$ cat src/tr4d_pkg.sv
`timescale 1ns / 1ps
package tr4d_pkg;

   localparam int DIM_W  = 13;
   localparam int IDX_W  = 12;
   localparam int VAL_W  = 32;
   localparam int ROLL_W = 32;
   localparam int AXES   = 4;

   typedef logic [AXES-1:0][DIM_W-1:0]  dim_vec_type;
   typedef logic [AXES-1:0][ROLL_W-1:0] roll_vec_type;

   typedef enum logic [2:0] {
      CSR_DIM_X,
      CSR_DIM_Y,
      CSR_DIM_Z,
      CSR_DIM_W,
      CSR_ROLL_X,
      CSR_ROLL_Y,
      CSR_ROLL_Z,
      CSR_ROLL_W
   } csr_index_type;

   typedef enum logic {
      KIND_LOAD,
      KIND_FETCH
   } kind_type;

   localparam logic STATUS_OK  = 1'b0;
   localparam logic STATUS_ERR = 1'b1;

   // source coordinate: (c + back) wrapped once into 0..n-1
   function automatic logic [IDX_W-1:0] roll_coord(input logic [IDX_W-1:0] c,
                                                   input logic [DIM_W-1:0] back,
                                                   input logic [DIM_W-1:0] n);
      logic [DIM_W:0] s;
      s = (DIM_W+1)'(c) + (DIM_W+1)'(back);
      if (s >= (DIM_W+1)'(n)) begin
         s = s - (DIM_W+1)'(n);
      end
      return s[IDX_W-1:0];
   endfunction

endpackage

$ cat src/tr4d_mod.sv
`timescale 1ns / 1ps
module tr4d_mod (
   input  logic                    clock,
   input  logic                    reset,
   input  logic                    start,
   input  tr4d_pkg::dim_vec_type   dims,
   input  tr4d_pkg::roll_vec_type  rolls,
   output logic                    busy,
   output tr4d_pkg::dim_vec_type   back
);
   import tr4d_pkg::*;

   typedef enum logic [1:0] {
      ST_IDLE,
      ST_LOAD,
      ST_RUN
   } state_type;

   state_type         state_ff;
   logic [1:0]        axis_ff;
   logic [4:0]        step_ff;
   logic [DIM_W-1:0]  rem_ff, rem_in;
   logic [ROLL_W-1:0] mag_ff, mag_start;
   dim_vec_type       back_ff;
   logic [DIM_W-1:0]  n, back_new;
   logic [DIM_W:0]    tmp;
   logic              neg;

   always_comb begin
      n   = dims[axis_ff];
      neg = rolls[axis_ff][ROLL_W-1];
      mag_start = neg ? (~rolls[axis_ff] + 1'b1) : rolls[axis_ff];
      tmp = {rem_ff, mag_ff[ROLL_W-1]};
      if (tmp >= (DIM_W+1)'(n)) begin
         rem_in = DIM_W'(tmp - (DIM_W+1)'(n));
      end else begin
         rem_in = tmp[DIM_W-1:0];
      end
      // back offset: |r| mod n for r < 0, else (n - r mod n) mod n
      if (n == '0) begin
         back_new = '0;
      end else if (neg) begin
         back_new = rem_in;
      end else if (rem_in == '0) begin
         back_new = '0;
      end else begin
         back_new = n - rem_in;
      end
   end

   always_ff @(posedge clock) begin
      if (reset) begin
         state_ff <= ST_IDLE;
         axis_ff  <= '0;
         step_ff  <= '0;
         back_ff  <= '0;
      end else if (start) begin
         state_ff <= ST_LOAD;
         axis_ff  <= '0;
      end else begin
         case (state_ff)
            ST_IDLE: begin
            end
            ST_LOAD: begin
               mag_ff   <= mag_start;
               rem_ff   <= '0;
               step_ff  <= '0;
               state_ff <= ST_RUN;
            end
            ST_RUN: begin
               mag_ff  <= {mag_ff[ROLL_W-2:0], 1'b0};
               rem_ff  <= rem_in;
               step_ff <= step_ff + 5'd1;
               if (step_ff == 5'(ROLL_W-1)) begin
                  back_ff[axis_ff] <= back_new;
                  if (axis_ff == 2'(AXES-1)) begin
                     state_ff <= ST_IDLE;
                  end else begin
                     axis_ff  <= axis_ff + 2'd1;
                     state_ff <= ST_LOAD;
                  end
               end
            end
            default: state_ff <= ST_IDLE;
         endcase
      end
   end

   assign busy = (state_ff != ST_IDLE);
   assign back = back_ff;

endmodule

$ cat config.mk
export PLATFORM = sky130hd
export DESIGN_NAME = tr4d_mod
export DESIGN_NICKNAME = d
export VERILOG_FILES = /design/src/tr4d_pkg.sv /design/src/tr4d_mod.sv
export SDC_FILE = /design/constraint.sdc
export NUM_CORES = 1
export LEC_CHECK = 0
export ABC_AREA = 1
export BUFFER_PORTS_ARGS = -buffer_cell sky130_fd_sc_hd__buf_2
export CAP_MARGIN = 20
export CORE_MARGIN = 4
export CORE_UTILIZATION = 48
export CTS_CLUSTER_SIZE = 8
export DETAILED_ROUTE_END_ITERATION = 10
export GPL_ROUTABILITY_DRIVEN = 0
export GPL_TIMING_DRIVEN = 0
export PLACE_DENSITY_LB_ADDON = 0.25
export RECOVER_POWER = 100
export SKIP_LAST_GASP = 1
export SYNTH_ARGS = -nofsm -noshare
export SYNTH_HDL_FRONTEND = slang
export SYNTH_SLANG_ARGS = --single-unit
$ cat constraint.sdc
create_clock -name clock -period 4.45 [get_ports clock]
set_clock_uncertainty 0.2 [all_clocks]
set_input_delay 1.1125 -clock clock [delete_from_list [all_inputs] [get_ports clock]]
set_output_delay 1.1125 -clock clock [all_outputs]
set_load 0.01 [all_outputs]
==> results of run 1 <==
[power by group through the flow]
stage | clock network (W) | registers (W) | logic, W
detailed placement | 0 | 0.00107 | 0.000644
floorplan | 0 | 0.00107 | 0.000437
CTS | 0.000817 | 0.00104 | 0.000670
finish | 0.000812 | 0.00105 | 0.000731
global placement | 0 | 0.00107 | 0.000630
global route | 0.000865 | 0.00105 | 0.000797
[repair_timing]
action / 4_1_cts / 5_1_grt
hold buffers: 0 / 0
setup buffers: 7 / 13
gates cloned: 0 / 1
pin swaps: 10 / 20
endpoints found under the setup margin: 52 / 52
resized for setup: 58 / 59
[how the worst max path moves through the flow]
stage / start / depth (start not counted) / slack (ns) / endpoint
3_3_place_gp: dims[13] / 24 / -0.83 / back[50]
3_5_place_dp: dims[13] / 24 / -0.87 / back[37]
6_report: dims[39] / 23 / 0.06 / back[36]
5_1_grt: dims[39] / 24 / -0.06 / back[36]
4_1_cts: axis_ff[0] / 30 / 0.007 / back[32]
2_1_floorplan: dims[13] / 23 / 0.04 / back[25]
[routing by layer]
layer,share of wire,up-vias,GRT usage
li1,-,4676,-
met1,0.40,4462,0.3473
met2,0.49,461,0.4712
met4,0.030,0,0.1056
met5,0,-,0
met3,0.080,69,0.04871
[metrics by stage]
| step | hold slack, ns | total power [W] |
|---|---|---|
| after global placement | 0.2625 | 0.001698 |
| after floorplan | 0.2527 | 0.001503 |
| after detailed placement | 0.2698 | 0.001711 |
| after global routing | 0.3035 | 0.002709 |
| final | 0.2826 | 0.002588 |
| after CTS | 0.2822 | 0.002530 |
[cell families after synthesis]
logic type / count (synthesis)
AOI/OAI and AO/OA: 290
xor gates and xnor gates: 27
adders and majority gates: 29
buffers and inverters: 176
DFF: 106
and+or+nand+nor: 596
[cell usage in the layout, fill, tap and decap left out, drive strengths merged, types with 28 or more instances in the layout]
cell	synthesis	routed
ha	28	28
o21ai	115	115
clkbuf	26	97
buf	34	228
nor2	109	109
edfxtp	45	45
nand4	30	30
dfxtp	61	61
inv	114	119
nand2	365	365
nand3	77	77
a21oi	117	117
[state kept, by name, indices dropped and copies added, names as in the netlist]
name / flops
state_ff: 2
axis_ff: 2
rem_ff: 13
back: 52
step_ff: 5
mag_ff: 32
[worst min-delay path: stages (launching register included)]
cell     delay (ns)
dfxtp_1        0.32
nand3_1        0.07
nand2_1        0.05
[layout make-up]
type	instances	area share
clock inverters	7	0.006552
clock buffers	9	0.02106
inverters	116	0.04118
well taps	220	0.02574
repair buffers	257	0.1216
plain buffers	59	0.03604
multi-input cells	942	0.5066
flip-flops and latches	106	0.2413
==> metrics.md, run 1 <==
| Metric | Value |
|---|---|
| Fillers | `1,540` |
| Via Count | `9,668` |
| H-Tree Depth | `3` |
| Setup TNS | `0 ns` |
| Slowest cell on crit path | `fa_2` |
| Hold path depth | `2` |
| Simple logic cell fraction of the synthesized area | `0.3210` |
| Cells after Synth | `1,224` |
| Post-Syn Nets | `1,436` |
| Sequential power share | `0.404` |
| Hold endpoint | `step_ff[4]` |
| Final layout net count | `1,703` |
| Layout cells sized above 1 | `0.2547` |
| R2R Setup Slk | `0.10 ns` |
| Synth top area cells | `edfxtp_1, nand2_1, dfxtp_1` |
| Core Util, Final | `0.6381` |
| Seq/Total Area, Yosys | `0.3097` |
| Setup violations, final | `0` |
| Dpl cells | `between 1,500 and 2,000` |
| Avg Vias per Cell | `5.634` |
| Clk buf depth | `2` |
| Hold_sp | `step_ff[4]` |
| Main combinational cell family by area after synthesis | `simple AND/OR/NAND/NOR gates` |
| Syn avg cell area | `6.787 µm²` |
| Peak VDD IR | `0.2319 mV` |
| Final worst setup slack | `0.06254 ns` |
| Starting Density | `0.4956` |
| Post-synth EDFFs | `45` |
| Final Cell Area | `10,690 µm²` |
| Min-Delay Path Class | `flip-flop to flip-flop` |
| Final Cycle Share | `0.9859` |
| Switching pwr | `between 0.0008 and 0.0009 W` |
| Die Width | `139.6 µm` |
| FF+latch area | `roughly 2600 µm²` |
| Post-synth top area share | `0.1627` |
| CP cell instances | `buf_2 > a21oi_1 > a32oi_4 > ha_2 > inv_2 > fa_2 > nand2_1 > nand2_2 > nand3_4 > nand2_4 > nand2_4 > nand3_4 > buf_6 > nand3_1 > nand2_2 > ha_4 > nand2_2 > nor2_2 > nand3_1 > nand4_1 > nand3_1 > nand2_2 > a21oi_2` |
| Post-Route WL | `29,280 µm` |
| Final Max Tran Viols | `0` |
| Area Growth Syn to Fin | `28.74%` |
| Antenna Cells | `0` |
| Ports | `236` |
| LEAKAGE | `just under 5 nW` |
| Reg-to-reg critical path endpoint | `back[36]` |
| Multiplexer share of the synthesized area | `0` |
| Vias in the first global route | `8,770` |
| Comb power frac | `0.282` |
| Slew HR | `0.2301` |
| CTS sink count | `approximately 110` |
| Critical R2R Launch | `axis_ff[1]` |
| Startpoint class of the critical path | `input pin` |
| Synth unique cells | `53` |
| Initial antenna violation count | `0` |
| Clock power share | `0.314` |
| Worst setup EP type | `flip-flop` |
| Crit path buffers/inverters | `3` |
| CTS tree | `yes` |
| Worst path arrival time | `~4.4 ns` |
| Largest net degree at the start of global routing | `36` |
| Cell with the most instances after synthesis | `nand2_1` |
| Crit Path Max Fanout | `10` |
| Hold Vio Cnt, Final | `0` |
| Synth warn | `0` |
| Initial DRC Count | `949` |
| Post-Synth XOR/XNOR Area | `0.02847` |
| WL/cell | `17.06 µm` |
| Switching Share | `0.3377` |
| Fin cells | `1,716` |
| Top FF cell, synth | `dfxtp_1` |
| IO buf count | `235` |
| GRT Residual Overflow | `0` |
| Final ANT Viol Nets | `0` |
| Status | `completed` |
| CP most frequent cell | `nand2_2` |
| Max Cap Viol | `0` |
| Synth area leader | `edfxtp_1` |
| Place WS | `-0.8659 ns` |
| Delay-heaviest family, CP | `simple AND/OR/NAND/NOR gates` |
| Multi-input logic area | `about 5400 µm²` |
| Internal | `0.001714 W` |
| Seq cells post-synth | `between 100 and 150` |
| Placeable core area | `16,760 µm²` |
| Post-Syn Area | `8307 µm²` |
| CP required | `around 4.5 ns` |
| Commonest cells in the netlist | `nand2_1, a21oi_1, inv_1, o21ai_0, nor2_1` |
| Fin crit period | `4.387 ns` |
| Die Span Y | `139.6 µm` |
| F_max | `227.9 MHz` |
| Placed Area | `9786 µm²` |
| DRT Pass-1 Iters | `6` |
| Compound-Gate Fraction of Synth Area | `0.2071` |
| Type of the worst setup path | `input pin to flip-flop` |
| Worst-margin pin slew | `~1.2 ns` |
| Die Area | `19,470 µm²` |
| DRC | `0` |
| Asr flop ratio synth | `0` |
| Row cnt | `47` |
| Root buf cell | `clkbuf_16` |
| Clock transition at path regs | `0.08 ns` |
| FF-to-FF path depth | `24` |
| Adder-Cell Fraction of Synth Area | `0.04459` |
| PD cells | `between 200 and 250 nW/µm²` |
| First-pass GRT wire length | `around 44,000 µm` |
| DPL Wire Length | `between 20,000 and 25,000 µm` |
| Tot GR Track Use | `0.2755` |
| TritonCTS Buffers | `9` |
| Max incr delay on CP | `0.38 ns` |
| Clock latency on the worst-skew pair | `0.36 ns` |
Power figures use the tool's default switching activity.
==> run 2: changes to the inputs <==
CELL_PAD_IN_SITES_DETAIL_PLACEMENT = 0   (was not set)
CELL_PAD_IN_SITES_GLOBAL_PLACEMENT = 1   (was not set)
CORE_UTILIZATION = 34   (was 48)
SETUP_SLACK_MARGIN = 0.2   (was not set)
==> run 2 against run 1 <==
Effect of this change:
- the flow now finishes with violations (max-capacitance violations, max-slew violations)
- fmax up 3.7%
- largest cell class unchanged
- via count down 0.59%
- critical path type unchanged
- final area up 7.6%
- critical path depth up 3
- cell count up 8.0%
- critical endpoint is now back[32]
- sequential cell count unchanged
==> metrics.md, run 2 (synthesized netlist as in run 1, its figures left out) <==
| Metric | Value |
|---|---|
| Worst-margin pin slew | `1.823 ns (+0.6722 ns)` |
| Total Power | `0.002674 W (+3.3%)` |
| Vias in the first global route | `9,199 (+4.9%)` |
| Hold Vio Cnt, Final | `0 (unchanged)` |
| Min-Delay Path Class | `flip-flop to flip-flop` |
| LEAKAGE | `5.215 nW (+5.4%)` |
| Die Area | `27,000 µm² (+39%)` |
| Type of the worst setup path | `input pin to flip-flop` |
| CTS tree | `yes` |
| Ports | `236 (unchanged)` |
| Initial DRC Count | `823 (-13%)` |
| Worst path arrival time | `4.26 ns (-0.17 ns)` |
| Final Cell Area | `11,510 µm² (+7.6%)` |
| Startpoint class of the critical path | `input pin` |
| Final Cycle Share | `0.9511 (-0.03487)` |
| Area Growth Syn to Fin | `38.56%` |
| Hold buffer count at cts | `0 (unchanged)` |
| Post-Route WL | `32,320 µm (+10%)` |
| Starting Density | `0.3497 (-0.1459)` |
| F_max | `236.3 MHz (+3.7%)` |
| Clk buf depth | `2 (unchanged)` |
| Peak VDD IR | `0.2550 mV (+10%)` |
| Final Max Tran Viols | `24 (+24)` |
| Row cnt | `56 (+19%)` |
| FF+latch area | `2580 µm² (unchanged)` |
| Multi-input logic area | `5664 µm² (+4.5%)` |
| CTS sink count | `106 (unchanged)` |
| Largest net degree at the start of global routing | `26 (-28%)` |
| Die Span Y | `164.3 µm (+18%)` |
| Via Count | `9,611 (-0.59%)` |
| GRT Residual Overflow | `0 (unchanged)` |
| Crit Path Max Fanout | `8 (-2)` |
| Max Cap Viol | `1 (+1)` |
| Status | `complete, but fails checks` |
| TritonCTS Buffers | `9 (unchanged)` |
| Setup violations, final | `0 (unchanged)` |
| Failing checks | `max-capacitance violations, max-slew violations` |
| H-Tree Depth | `3 (unchanged)` |
| Clock latency on the worst-skew pair | `0.36 ns (about the same)` |
| Final layout net count | `1,742 (+2.3%)` |
| Critical R2R Launch | `axis_ff[0]` |
| Commonest non-fill, non-tap cells in the layout | `nand2_1, buf_2, o21ai_0` |
| Layout cells sized above 1 | `0.2938 (+0.03913)` |
| Antenna Cells | `0 (unchanged)` |
| Worst setup EP type | `flip-flop` |
| Avg Vias per Cell | `5.184 (-8.0%)` |
| Leading cell type in the layout, fill and taps excluded | `nand2_1` |
| First-pass GRT wire length | `49,160 µm (+12%)` |
| DRT Pass-1 Iters | `5 (-1)` |
| Clock transition at path regs | `0.08 ns (about the same)` |
| RSZ-0062 raised after global routing | `yes` |
| PD cells | `232.4 nW/µm² (-4.0%)` |
| Crit. Startpoint | `dims[15]` |
| DRC | `0 (unchanged)` |
| Placed Area | `9947 µm² (+1.6%)` |
| CP required | `4.48 ns (about the same)` |
| Min Hold Slack | `0.2839 ns (+0.001289 ns)` |
| Tot GR Track Use | `0.2308 (-0.04475)` |
| Max reg flops | `52 (unchanged)` |
| Root buf cell | `clkbuf_16` |
| Die Width | `164.3 µm (+18%)` |
| Fin crit period | `4.232 ns (-0.1552 ns)` |
| Final ANT Viol Nets | `0 (unchanged)` |
| DPL Wire Length | `25,130 µm (+12%)` |
| Fillers | `2,471 (+60%)` |
| Core Util, Final | `0.4846 (-0.1535)` |
| Initial antenna violation count | `0 (unchanged)` |
| Hold_sp | `step_ff[4]` |
| IO buf count | `235 (unchanged)` |
| Slew HR | `-0.2196 (-0.4498)` |
| WL/cell | `17.43 µm (+2.2%)` |
| Placeable core area | `23,750 µm² (+42%)` |
==> run 2: changes by cell type in the layout (fill, tap and decap cells not counted), moves of 5 or more <==
cell / previous run / this run
buf_6: 12 / 6
ha_1: 21 / 16
nand2_1: 322 / 312
buf_12: 2 / 8
buf_4: 25 / 57
o21ai_1: 12 / 6
ha_4: 6 / 11
buf_8: 1 / 9
nand2_4: 13 / 18
==> run 2: area by class of cell <==
class	instances	share of cell area
inverters	116	0.03892
repair buffers	295	0.1391
well taps	319	0.03468
clock inverters	7	0.007066
clock buffers	9	0.01957
flip-flops and latches	106	0.2242
plain buffers	60	0.04435
multi-input cells	942	0.4921
==> run 2: worst max-delay path, stage by stage <==
cell and delay, ns:
buf_2 0.08, nand2_1 0.06, a32oi_2 0.30, inv_1 0.15
ha_2 0.41, nand2_1 0.08, nor2_1 0.20, nand2_1 0.09
nor2_2 0.14, nor2_4 0.07, nand3_4 0.12, buf_12 0.16
nand2_8 0.06, nand3_1 0.08, nand2_2 0.06, ha_1 0.19
inv_1 0.06, nand2_2 0.07, nand3_2 0.10, nand2_4 0.08
nand2_1 0.10, nand2_1 0.05, nand3_1 0.06, nand3_1 0.12
nand3_4 0.17, a21oi_1 0.07
==> run 2: worst paths after layout <==
kind              depth (start not counted)  slack, ns          to
hold / removal                            2       0.28  step_ff[4]
setup reg to reg                         27       0.27    back[32]
setup / recovery                         26       0.22    back[32]
hold reg to reg                           2       0.28  step_ff[4]
==> run 2: power by group <==
group	switching (W)	internal (W)	total, W	leakage (nW)
Combinational	0.000476	0.000313	0.000789	4.16
Sequential	0.00000916	0.00104	0.00105	0.907
Clock	0.000432	0.000408	0.000839	0.151
Total	0.000917	0.00176	0.00267	5.22
==> run 2: metal layers <==
metal | GRT usage | part of all wire | up-vias
met5 | 0 | 0 | -
met2 | 0.3924 | 0.49 | 289
li1 | - | - | 4758
met1 | 0.3083 | 0.44 | 4531
met4 | 0.05223 | 0.017 | 0
met3 | 0.03689 | 0.051 | 33
==> run 2: per-stage QoR <==
stage          TNS [ns]  instances  worst slack (ns)
2_1_floorplan         0       1224            0.2140
3_3_place_gp     -81.56       1778           -0.9399
4_1_cts               0       1824            0.1982
6_report              0       1854            0.2177
5_1_grt               0       1854           0.02652
3_5_place_dp     -45.03       1779           -0.9451
==> run 2: timing repair <==
| action | 4_1_cts | 5_1_grt |
|---|---|---|
| endpoints found under the setup margin | 63 | 52 |
| gates cloned | 0 | 2 |
| pin swaps | 25 | 48 |
| gates resized for setup | 101 | 94 |
| setup buffers | 29 | 28 |
