--- src/tr4d_pkg.sv ---
`timescale 1ns / 1ps
package tr4d_pkg;

   localparam int DIM_W  = 13;
   localparam int IDX_W  = 12;
   localparam int VAL_W  = 32;
   localparam int ROLL_W = 32;
   localparam int AXES   = 4;

   typedef logic [AXES-1:0][DIM_W-1:0]  dim_vec_type;
   typedef logic [AXES-1:0][ROLL_W-1:0] roll_vec_type;

   typedef enum logic [2:0] {
      CSR_DIM_X,
      CSR_DIM_Y,
      CSR_DIM_Z,
      CSR_DIM_W,
      CSR_ROLL_X,
      CSR_ROLL_Y,
      CSR_ROLL_Z,
      CSR_ROLL_W
   } csr_index_type;

   typedef enum logic {
      KIND_LOAD,
      KIND_FETCH
   } kind_type;

   localparam logic STATUS_OK  = 1'b0;
   localparam logic STATUS_ERR = 1'b1;

   // source coordinate: (c + back) wrapped once into 0..n-1
   function automatic logic [IDX_W-1:0] roll_coord(input logic [IDX_W-1:0] c,
                                                   input logic [DIM_W-1:0] back,
                                                   input logic [DIM_W-1:0] n);
      logic [DIM_W:0] s;
      s = (DIM_W+1)'(c) + (DIM_W+1)'(back);
      if (s >= (DIM_W+1)'(n)) begin
         s = s - (DIM_W+1)'(n);
      end
      return s[IDX_W-1:0];
   endfunction

endpackage

--- src/tr4d_div.sv ---
`timescale 1ns / 1ps
module tr4d_div #(
   parameter int PAY_W = 1
) (
   input  logic                         clock,
   input  logic                         reset,
   input  logic                         en,
   input  logic                         in_vld,
   input  logic [tr4d_pkg::IDX_W-1:0]   in_num,
   input  logic [tr4d_pkg::DIM_W-1:0]   divisor,
   input  logic [PAY_W-1:0]             in_pay,
   output logic                         out_vld,
   output logic [tr4d_pkg::IDX_W-1:0]   out_quo,
   output logic [tr4d_pkg::IDX_W-1:0]   out_rem,
   output logic [PAY_W-1:0]             out_pay
);
   import tr4d_pkg::*;

   // one quotient bit per stage, restoring
   logic [IDX_W-1:0]             vld_ff;
   logic [IDX_W-1:0][IDX_W-1:0]  num_ff, num_in;
   logic [IDX_W-1:0][IDX_W-1:0]  rem_ff, rem_in;
   logic [IDX_W-1:0][PAY_W-1:0]  pay_ff;

   always_comb begin
      logic [IDX_W-1:0] num_src;
      logic [IDX_W-1:0] rem_src;
      logic [IDX_W:0]   tmp;
      logic             q;
      for (int k = 0; k < IDX_W; k++) begin
         num_src = (k == 0) ? in_num : num_ff[(k == 0) ? 0 : k-1];
         rem_src = (k == 0) ? '0 : rem_ff[(k == 0) ? 0 : k-1];
         tmp = {rem_src, num_src[IDX_W-1]};
         q = (tmp >= (IDX_W+1)'(divisor));
         if (q) begin
            rem_in[k] = IDX_W'(tmp - (IDX_W+1)'(divisor));
         end else begin
            rem_in[k] = tmp[IDX_W-1:0];
         end
         num_in[k] = {num_src[IDX_W-2:0], q};
      end
   end

   always_ff @(posedge clock) begin
      if (reset) begin
         vld_ff <= '0;
      end else if (en) begin
         vld_ff <= {vld_ff[IDX_W-2:0], in_vld};
      end
   end

   always_ff @(posedge clock) begin
      if (en) begin
         num_ff    <= num_in;
         rem_ff    <= rem_in;
         pay_ff[0] <= in_pay;
         for (int k = 1; k < IDX_W; k++) begin
            pay_ff[k] <= pay_ff[k-1];
         end
      end
   end

   assign out_vld = vld_ff[IDX_W-1];
   assign out_quo = num_ff[IDX_W-1];
   assign out_rem = rem_ff[IDX_W-1];
   assign out_pay = pay_ff[IDX_W-1];

endmodule

--- config.mk ---
export PLATFORM = sky130hd
export DESIGN_NAME = tr4d_div
export DESIGN_NICKNAME = d
export VERILOG_FILES = /design/src/tr4d_pkg.sv /design/src/tr4d_div.sv
export SDC_FILE = /design/constraint.sdc
export NUM_CORES = 1
export LEC_CHECK = 0
export BUFFER_PORTS_ARGS = -buffer_cell sky130_fd_sc_hd__clkbuf_2
export CAP_MARGIN = 20
export CORE_MARGIN = 3
export CORE_UTILIZATION = 58
export CTS_BUF_LIST = sky130_fd_sc_hd__clkbuf_16
export DETAILED_ROUTE_END_ITERATION = 6
export PLACE_DENSITY = 0.73
export SYNTH_ARGS = -nofsm -noshare
export SYNTH_HDL_FRONTEND = slang
export SYNTH_SLANG_ARGS = --single-unit
--- constraint.sdc ---
create_clock -name clock -period 3.2 [get_ports clock]
set_input_delay 0.32 -clock clock [delete_from_list [all_inputs] [get_ports clock]]
set_output_delay 0.32 -clock clock [all_outputs]
set_load 0.005 [all_outputs]
==> results of run 1 <==
[registers in the layout, indices dropped and copies added (netlist names)]
name / count
out_rem: 12
out_pay: 1
pay_ff: 11
rem_ff: 132
out_quo: 12
vld_ff: 12
num_ff: 132
[worst min path at each step]
stage,to,from,slack [ns]
after floorplan,vld_ff[0],reset,0.39
after global placement,pay_ff[8],pay_ff[7],0.40
after detailed placement,num_ff[113],num_ff[100],0.40
after CTS,vld_ff[0],in_vld,0.03
after global routing,vld_ff[0],in_vld,0.04
final,vld_ff[0],in_vld,0.05
[area by class of cell]
| cell class | instances | area share, % |
|---|---|---|
| clock buffer | 36 | 4.602 |
| clock inverter | 26 | 1.061 |
| inverter | 70 | 1.342 |
| multi-input combinational | 977 | 38.81 |
| sequential | 312 | 47.24 |
| tap | 384 | 2.454 |
| timing repair buffer | 110 | 4.486 |
[cells in the mapped netlist (4+ instances only)]
cell type and number:
sky130_fd_sc_hd__edfxtp_1 300, sky130_fd_sc_hd__ha_1 145, sky130_fd_sc_hd__a21oi_1 107, sky130_fd_sc_hd__nor2_1 91, sky130_fd_sc_hd__inv_1 69, sky130_fd_sc_hd__mux2_2 65
sky130_fd_sc_hd__o21ai_0 64, sky130_fd_sc_hd__nand2_1 60, sky130_fd_sc_hd__xnor2_1 46, sky130_fd_sc_hd__o21a_1 34, sky130_fd_sc_hd__xor2_1 34, sky130_fd_sc_hd__a21o_1 32
sky130_fd_sc_hd__buf_4 26, sky130_fd_sc_hd__mux2i_1 26, sky130_fd_sc_hd__nor3_1 22, sky130_fd_sc_hd__nand2b_1 21, sky130_fd_sc_hd__nor2b_1 20, sky130_fd_sc_hd__nand3_1 19
sky130_fd_sc_hd__and3_1 13, sky130_fd_sc_hd__dfxtp_1 12, sky130_fd_sc_hd__fa_1 11, sky130_fd_sc_hd__nand4_1 11, sky130_fd_sc_hd__a41oi_1 10, sky130_fd_sc_hd__or2_2 10
sky130_fd_sc_hd__o21bai_1 9, sky130_fd_sc_hd__or3_1 9, sky130_fd_sc_hd__a211oi_1 7, sky130_fd_sc_hd__a31o_2 7, sky130_fd_sc_hd__a31oi_1 7, sky130_fd_sc_hd__clkbuf_1 7
sky130_fd_sc_hd__mux2_4 7, sky130_fd_sc_hd__o21ai_1 6, sky130_fd_sc_hd__o31a_1 6, sky130_fd_sc_hd__o31ai_1 6, sky130_fd_sc_hd__o211ai_1 5, sky130_fd_sc_hd__a211o_1 4
sky130_fd_sc_hd__a21boi_0 4, sky130_fd_sc_hd__and4_1 4, sky130_fd_sc_hd__buf_2 4, sky130_fd_sc_hd__nand3b_1 4, sky130_fd_sc_hd__o21ai_2 4
[layer usage]
layer  track usage (%)  up-vias
met4             8.086        0
li1                  -     5523
met3             3.028       85
met5                 0        -
met2             36.96      280
met1             29.11     5362
[metrics by stage]
stage,util [%],setup slack (ns),instances,hold slack [ns]
after floorplan,-,0.4966,1399,0.3924
after global placement,63.08,0.2218,1841,0.4000
after detailed placement,63.08,0.1976,1841,0.4045
after CTS,67.30,0.4717,1915,0.03447
after global routing,67.30,0.3075,1915,0.04451
final,67.30,0.4757,1915,0.05495
[repair_timing]
action | 4_1_cts | 5_1_grt
hold buffers | 12 | 0
setup buffers | 0 | 0
endpoints found under the hold margin | 12 | 0
[report_power, final]
group / leakage, nW / internal (W) / switching [W]
Combinational: 4.27 / 0.00293 / 0.00315
Sequential: 3.03 / 0.00568 / 0.000403
Clock: 0.564 / 0.00229 / 0.00158
Total: 7.86 / 0.0109 / 0.00513
[worst max-delay path: stages, from the launching register on]
cell                       delay [ns]
sky130_fd_sc_hd__edfxtp_1        0.44
sky130_fd_sc_hd__ha_1            0.38
sky130_fd_sc_hd__and2_4          0.17
sky130_fd_sc_hd__a221o_1         0.33
sky130_fd_sc_hd__a21o_1          0.19
sky130_fd_sc_hd__a21oi_2         0.14
sky130_fd_sc_hd__o21ai_2         0.09
sky130_fd_sc_hd__a31oi_4         0.20
sky130_fd_sc_hd__buf_12          0.17
sky130_fd_sc_hd__mux2_2          0.34
[cell families (layout without fill, tap and decap cells)]
logic type | Yosys count | after routing | share of synthesized area [%]
compound gates | 343 | 343 | 12.98
flops | 312 | 312 | 53.20
simple gates | 300 | 300 | 8.686
fa+ha+maj | 156 | 156 | 11.70
buf+inv | 110 | 242 | 3.102
mux | 98 | 98 | 6.311
xor+xnor | 80 | 80 | 4.030
==> flow_summary.toml, run 1 <==
[worst_setup_path]
critical_path.endpoint_type = "flop"
reg2reg_to = "rem_ff[47]"
crit_start = "rem_ff[31]"
reg2reg_slack_ns = 0.48
cp_data_arrival_time_ns = 2.98
worst-r2r-cell-count = 9
capture_point_of_the_worst_path = "rem_ff[47]"
setup.worst_path.start_class = "flop"
cp_max_fo = 13
start_of_the_worst_register_to_register_path = "rem_ff[31]"
critical_path_class = "flop to flop"
required_time_of_the_worst_setup_path_ns = 3.46

[clock_network]
clk_path_buf_depth = 3
path_clk_slew_ns = 0.06
cts_sinks = 312
cts_root_buf = "sky130_fd_sc_hd__clkbuf_16"
cts_resized = 0
insertion_delay_ns = 0.51
htree_levels = 2
cts_tree = "done"
tritoncts.num_buffers = 35

[floorplan]
die_area_um2 = 32090
coreArea_um2 = 29090
floorplan.rows = 62
start_util_pct = 59.77
num_io_pins = 56
fp.dieH_um = 179.1
fp.dieW_um = 179.1

[logic_synthesis]
synth-main-ff-cell = "sky130_fd_sc_hd__edfxtp_1"
synth.lib_cells_used.distinct = 74
yosysTopAreaCell = "sky130_fd_sc_hd__edfxtp_1"
synthesis.area_per_instance_um2 = 12.43
postSynthNetCount = 1585
async_reset_ff_share_pct = 0
ys_top_cells_by_area = "sky130_fd_sc_hd__edfxtp_1, sky130_fd_sc_hd__ha_1, sky130_fd_sc_hd__mux2_2"
yosysWarnings = 0
number_of_flops_mapped_to_enable_cells_by_yosys = 300
synth_top_area_share_pct = 51.81
synth.ff_latch_count = 312
synth_sequential_area_ratio_pct = 53.20
netlist_instances = 1399
synthesis.area_um2 = 17390

[finish]
num-fill-cells = 2182
multi_input_comb_area_um2 = 7599
post_route_cells_drive_above_1_share_pct = 16.46
diodes = 0
syn2layout_area_growth_pct = 12.60
final_cell_area_um2 = 19580
final_common_cell = "sky130_fd_sc_hd__edfxtp_1"
area.sequential_um2 = 9249
final_net_count = 1692
layout.cells.most_common_list = "sky130_fd_sc_hd__edfxtp_1, sky130_fd_sc_hd__ha_1, sky130_fd_sc_hd__a21oi_1"

[placement]
dp_hpwl_um = 24100
routabilityCongestion = 0.9022
placement.cell_area_um2 = 18350
io_buffers = 55

[outcome]
outcome = "completed"

[global_routing]
grt_first_pass_wirelength_um = 55830
pin_count_of_the_biggest_net_entering_global_routing = 82
vias_in_the_first_global_route = 11100
grt_remaining_overflow = 0
initial_antenna_violation_count = 0
grt_usage_pct = 21.94

[worst_hold_path]
min_path_type = "primary input to flop"
hold_path_depth = 3

[sta]
rsz0062_at_grt = "false"
period_share_pct = 85.14
setup_viol = 0
fin_tns_setup_ns = 0
timing.final.hold_violations = 0
max_slew_margin_pct = 45.24
max_clock_freq_ghz = 0.3671
finalWorstPathRequiredPeriod_ns = 2.724
report.final.slew_viol_count = 0
final.setup_skew_ns = 0.01522
tightestPinTransition_ns = 0.8188

[routing]
route.detailed.wl_per_inst_um = 17.93
viasPerCell = 5.875
dr_wl_met2_um = 16620
top_signal_layer_used = "met4"
drt_pre_antenna_iters = 5
drt_drc_violations_left = 0
drt_wl_total_um = 34330
route.antenna.remaining_nets = 0
dr_wl_met3_um = 1584
drt_iter0_drc = 799
vias = 11250
wl_met1_um = 14860

[power]
total_power_w = 0.01602
power.ir.vdd_worst_v = 0.0004048
p_per_area_nw_per_um2 = 818.5
leakagePower_nw = 7.864

[run]
cap_viol_max_count = 0
No activity file was read; power rests on OpenSTA's default activity.
==> inputs of run 2 (changes only) <==
Settings changed: ABC_AREA set to 1.
==> run 2 against run 1 <==
- clock power is 8.5% higher
- routed wire length is 34% higher
- cell area is 14% higher
- critical endpoint is now rem_ff[15]
==> flow_summary.toml, run 2 <==
[finish]
syn2layout_area_growth_pct = 10.28
final_common_cell = "sky130_fd_sc_hd__nand2_1"
post_route_cells_drive_above_1_share_pct = 10.41
area.sequential_um2 = 9249
registers_with_the_most_flip_flops = "num_ff (132), rem_ff (132)"
final_cell_count_no_fill = 2917
multi_input_comb_area_um2 = 9074
post_route_core_utilization_pct = 65.83
final_net_count = 2627
diodes = 0
layout.cells.most_common_list = "sky130_fd_sc_hd__nand2_1, sky130_fd_sc_hd__inv_1, sky130_fd_sc_hd__edfxtp_1"
num-fill-cells = 2835

[logic_synthesis]
synth_top_area_share_pct = 44.45
yosysTopAreaCell = "sky130_fd_sc_hd__edfxtp_1"
postSynthNetCount = 2541
ys_top_cells_by_area = "sky130_fd_sc_hd__edfxtp_1, sky130_fd_sc_hd__nand2_1, sky130_fd_sc_hd__ha_1"
synth_sequential_area_ratio_pct = 45.64
async_reset_ff_share_pct = 0
number_of_flops_mapped_to_enable_cells_by_yosys = 300
synth.ff_latch_count = 312
synth-main-ff-cell = "sky130_fd_sc_hd__edfxtp_1"
synth.top_cells.by_count = "sky130_fd_sc_hd__nand2_1, sky130_fd_sc_hd__inv_1, sky130_fd_sc_hd__edfxtp_1, sky130_fd_sc_hd__ha_1, sky130_fd_sc_hd__nand3_1"
yosysWarnings = 0
synthMostInstantiatedCell = "sky130_fd_sc_hd__nand2_1"
synthesis.area_per_instance_um2 = 8.606
synth.lib_cells_used.distinct = 33
netlist_instances = 2355
synthesis.area_um2 = 20270

[outcome]
outcome = "completed"

[worst_setup_path]
setup.worst_path.start_class = "flop"
cp_data_arrival_time_ns = 2.54
worst-path-buf-inv = 1
critical_path.endpoint_type = "flop"
required_time_of_the_worst_setup_path_ns = 3.47
reg2reg_to = "rem_ff[15]"
reg2reg_slack_ns = 0.93
critical_path_class = "flop to flop"
start_of_the_worst_register_to_register_path = "rem_ff[6]"
cp_max_fo = 20
critPathTopFamily = "simple AND/OR/NAND/NOR gates"
critPathMaxStageDelay_ns = 0.45
worst-r2r-cell-count = 9
crit_top_cell = "sky130_fd_sc_hd__nand2_1"
crit_chain = "ha_1 > nand2_1 > inv_1 > nand2_1 > nand2_1 > a21oi_4 > nand3_2 > nand2_1 > o21ai_0"
critPathSlowestCell = "sky130_fd_sc_hd__edfxtp_1"

[clock_network]
htree_levels = 2
cts_tree = "done"
cts_root_buf = "sky130_fd_sc_hd__clkbuf_16"
cts_sinks = 312
tritoncts.num_buffers = 36
clk_path_buf_depth = 3
path_clk_slew_ns = 0.06
insertion_delay_ns = 0.54

[placement]
io_buffers = 55
routabilityCongestion = 0.9154
placedCellCount = 2839
dp_hpwl_um = 33480
dp_slack_ns = 0.6235

[worst_hold_path]
whs_endpoint = "vld_ff[0]"
worstHoldStart = "in_vld"
hold_path_depth = 3
min_path_type = "primary input to flop"

[floorplan]
die_area_um2 = 37220
fp.dieW_um = 192.9
fp.dieH_um = 192.9
floorplan.rows = 67
start_util_pct = 59.69
coreArea_um2 = 33950
num_io_pins = 56

[sta]
finalWorstPathRequiredPeriod_ns = 2.269
max_slew_margin_pct = 44.97
fin_tns_setup_ns = 0
report.final.slew_viol_count = 0
timing.final.hold_violations = 0
final.setup_skew_ns = 0.01787
tightestPinTransition_ns = 0.8255
hold_slack_ns = 0.02252
max_clock_freq_ghz = 0.4407
period_share_pct = 70.91
setup_viol = 0
post-route-worst-setup-slack_ns = 0.9309
rsz0062_at_grt = "false"

[routing]
viasPerCell = 5.308
vias = 15480
drt_drc_violations_left = 0
route.antenna.remaining_nets = 0
drt_wl_total_um = 46120
drt_iter0_drc = 1176
drt_pre_antenna_iters = 7
route.detailed.wl_per_inst_um = 15.81

[global_routing]
grt_remaining_overflow = 0
pin_count_of_the_biggest_net_entering_global_routing = 108
grt_usage_pct = 25.31
vias_in_the_first_global_route = 14770
initial_antenna_violation_count = 0
grt_first_pass_wirelength_um = 74100

[power]
power.ir.vdd_worst_v = 0.0004743
p_per_area_nw_per_um2 = 788.5
leakagePower_nw = 10.84

[run]
cap_viol_max_count = 0
run 2: cell count changes after synthesis, moves of 26 or more:
cell,previous run,this run
sky130_fd_sc_hd__a21o_1,32,1
sky130_fd_sc_hd__a21oi_1,107,67
sky130_fd_sc_hd__inv_1,69,392
sky130_fd_sc_hd__mux2_2,65,0
sky130_fd_sc_hd__mux2i_1,26,0
sky130_fd_sc_hd__nand2_1,60,753
sky130_fd_sc_hd__nand3_1,19,137
sky130_fd_sc_hd__nand3_2,1,35
sky130_fd_sc_hd__nand4_1,11,108
sky130_fd_sc_hd__nor2_1,91,119
sky130_fd_sc_hd__o21a_1,34,0
sky130_fd_sc_hd__o21ai_0,64,29
sky130_fd_sc_hd__o21ai_1,6,35
sky130_fd_sc_hd__xnor2_1,46,11
run 2: tightest hold or removal path: stages:
cell                       delay, ns
sky130_fd_sc_hd__clkbuf_2       0.08
sky130_fd_sc_hd__nand2_1        0.05
sky130_fd_sc_hd__a21oi_1        0.06
run 2: logic make-up (layout without fill, tap and decap cells):
logic type,count (synthesis),after routing,synth area share (%)
flops,312,312,45.64
fa+ha+maj,156,156,10.04
xor+xnor,59,59,2.550
simple gates,1227,1227,27.55
compound gates,154,154,4.630
buf+inv,447,561,9.594
run 2: metrics by stage:
step | instance area (um^2) | power (W)
after global routing | 22350 | 0.01900
after CTS | 22350 | 0.01769
after global placement | 21010 | 0.01326
after floorplan | 20270 | 0.01188
after detailed placement | 21010 | 0.01341
final | 22350 | 0.01762
run 2: cell type report:
type,count,area share (%)
timing repair buffer,103,3.471
clock inverter,29,1.316
multi-input combinational,1596,40.60
clock buffer,37,4.143
inverter,392,6.583
sequential,312,41.38
tap,448,2.508
run 2: worst max path at each step:
stage | end | cells past startpoint | slack, ns | from
after CTS | rem_ff[19] | 9 | 0.94 | rem_ff[6]
after floorplan | out_rem[6] | 11 | 1.18 | divisor[8]
final | rem_ff[15] | 9 | 0.93 | rem_ff[6]
after detailed placement | rem_ff[101] | 12 | 0.62 | divisor[1]
after global placement | rem_ff[19] | 12 | 0.65 | divisor[7]
after global routing | rem_ff[15] | 9 | 0.76 | rem_ff[6]
run 2: per-layer routing:
| layer | part of all wire, % | track usage (%) | wire [um] | vias up |
|---|---|---|---|---|
| met5 | 0 | 0 | 0 | - |
| met4 | 2.8 | 8.401 | 1307 | 0 |
| met1 | 45 | 34.18 | 20680 | 7103 |
| li1 | - | - | - | 7921 |
| met2 | 47 | 42.44 | 21740 | 369 |
| met3 | 5.2 | 3.544 | 2394 | 89 |
run 2: power breakdown:
group          total (W)  switching [W]  internal (W)
clock            0.00419        0.00166       0.00252
sequential       0.00616       0.000472       0.00568
combinational    0.00728        0.00468       0.00260
total             0.0176        0.00681        0.0108
run 2: timing repair:
item,4_1_cts,5_1_grt
gates resized for setup,0,0
setup buffers,0,0
endpoints found under the hold margin,12,0
hold buffers,12,0
==> inputs of run 3 (changes only) <==
Settings changed: ABC_AREA 1 to 0.
Clock period 3.2 ns to 2.3 ns, I/O delays scaled along.
==> run 3 against run 2 <==
- the flow now finishes with violations (setup timing)
- sequential power rose by 40%
- clock-buffer cell count shrank 3
- fmax decreased by 13%
- setup slack worse by 1.2 ns
- clock skew increased by 0.0019 ns
- die area shrank 14%
- critical path depth grew 1
- cell area up 11%
- non-clock buffer count grew 442
- routed wire length is 6.6% higher
- critical endpoint is now rem_ff[36]
- highest routed layer unchanged
==> flow_summary.toml, run 3 (same netlist as run 1, synthesis figures left out) <==
[outcome]
outcome = "finished, violations left"
failed_checks = "setup timing"

[finish]
registers_with_the_most_flip_flops = "num_ff (132), rem_ff (132)"
layout.cells.most_common_list = "sky130_fd_sc_hd__buf_4, sky130_fd_sc_hd__edfxtp_1, sky130_fd_sc_hd__ha_1"
final_net_count = 2127
final_common_cell = "sky130_fd_sc_hd__buf_4"
post_route_cells_drive_above_1_share_pct = 45.73
final_cell_count_no_fill = 2350
syn2layout_area_growth_pct = 42.34
num-fill-cells = 1429
diodes = 0

[clock_network]
tritoncts.num_buffers = 34
path_clk_slew_ns = 0.06
cts_sinks = 312
cts_root_buf = "sky130_fd_sc_hd__clkbuf_16"
clk_path_buf_depth = 3
cts_tree = "done"
insertion_delay_ns = 0.53
htree_levels = 2

[global_routing]
grt_usage_pct = 27.79
initial_antenna_violation_count = 0
vias_in_the_first_global_route = 13620
grt_first_pass_wirelength_um = 69590
grt_remaining_overflow = 0
pin_count_of_the_biggest_net_entering_global_routing = 55

[sta]
rsz0062_at_grt = "true"
fin_tns_setup_ns = -12.38
timing.final.hold_violations = 0
max_clock_freq_ghz = 0.3848
post-route-worst-setup-slack_ns = -0.2985
tightestPinTransition_ns = 0.4839
final.setup_skew_ns = 0.01975
finalWorstPathRequiredPeriod_ns = 2.599
setup_viol = 84
period_share_pct = 113.0
report.final.slew_viol_count = 0
max_slew_margin_pct = 67.74

[run]
cap_viol_max_count = 0

[placement]
io_buffers = 55
placedCellCount = 2170
dp_hpwl_um = 29780
routabilityCongestion = 0.8876

[worst_setup_path]
critical_path_class = "flop to flop"
crit_chain = "ha_4 > and2_4 > nand3_1 > or2_2 > buf_4 > o21ai_2 > a31oi_4 > buf_12 > buf_6 > mux2i_4"
required_time_of_the_worst_setup_path_ns = 2.56
cp_data_arrival_time_ns = 2.86
cp_max_fo = 11
critPathMaxStageDelay_ns = 0.47
setup.worst_path.start_class = "flop"
critical_path.endpoint_type = "flop"
critPathSlowestCell = "sky130_fd_sc_hd__edfxtp_1"
reg2reg_slack_ns = -0.30

[floorplan]
fp.dieW_um = 179.1
num_io_pins = 56
fp.dieH_um = 179.1
start_util_pct = 59.77
floorplan.rows = 62
die_area_um2 = 32090
coreArea_um2 = 29090

[routing]
drt_pre_antenna_iters = 5
drt_drc_violations_left = 0
vias = 13810
route.detailed.wl_per_inst_um = 20.92
drt_wl_total_um = 49170
viasPerCell = 5.875
drt_iter0_drc = 950
route.antenna.remaining_nets = 0

[power]
p_per_area_nw_per_um2 = 1153
leakagePower_nw = 10.41
power.ir.vdd_worst_v = 0.0006793
total_power_w = 0.02852

[worst_hold_path]
min_path_type = "primary input to flop"
-- run 3: final timing paths --
kind / startpoint / end / depth (start not counted)
hold reg to reg: num_ff[0] / num_ff[13] / 0
hold / removal: reset / vld_ff[8] / 2
setup / recovery: rem_ff[30] / rem_ff[36] / 10
setup reg to reg: rem_ff[30] / rem_ff[36] / 10
-- run 3: final cells by class --
cell class | count | area (um^2) | share of cell area (%)
clock buffers | 34 | 850.8 | 3.438
clock inverters | 27 | 240.2 | 0.9707
inverters | 70 | 285.3 | 1.153
multi-input cells | 978 | 9171 | 37.06
flip-flops and latches | 312 | 9249 | 37.37
well taps | 384 | 480.5 | 1.941
repair buffers | 545 | 4471 | 18.06
-- run 3: power breakdown --
group	switching, W	internal [W]	total, W
Clock	0.00223	0.00316	0.00539
Sequential	0.000740	0.00791	0.00865
Combinational	0.00651	0.00798	0.0145
-- run 3: routing by layer --
metal / routed length [um] / vias up / track usage [%]
met2: 24880 / 508 / 50.78
met3: 2251 / 184 / 3.685
met1: 19230 / 6730 / 33.34
met5: 0 / - / 0
li1: - / 6384 / -
met4: 2815 / 0 / 10.60
-- run 3: through the flow --
| step | hold WS (ns) | utilization (%) | instance area [um^2] | setup WS, ns |
|---|---|---|---|---|
| after floorplan | 0.3024 | - | 17600 | -0.1636 |
| after global placement | 0.4001 | 72.72 | 21150 | -0.4519 |
| after detailed placement | 0.4045 | 72.72 | 21150 | -0.5322 |
| after CTS | 0.03667 | 81.50 | 23710 | -0.2603 |
| after global routing | 0.07590 | 85.07 | 24750 | -0.3353 |
| final | 0.03839 | 85.07 | 24750 | -0.2985 |
-- run 3: critical path: cells and delay by family (launching register included) --
family	cells	cell delay (ns)
compound gates	2	0.32
fa+ha+maj	1	0.34
flops	1	0.47
buf+inv	3	0.45
simple gates	3	0.58
mux	1	0.19
-- run 3: repair_timing --
item,in CTS,in global routing
resized for setup,185,168
pin swaps,68,96
endpoints found under the hold margin,13,0
hold buffers,13,0
gates cloned,3,4
setup endpoints to repair,107,130
setup buffers,69,42
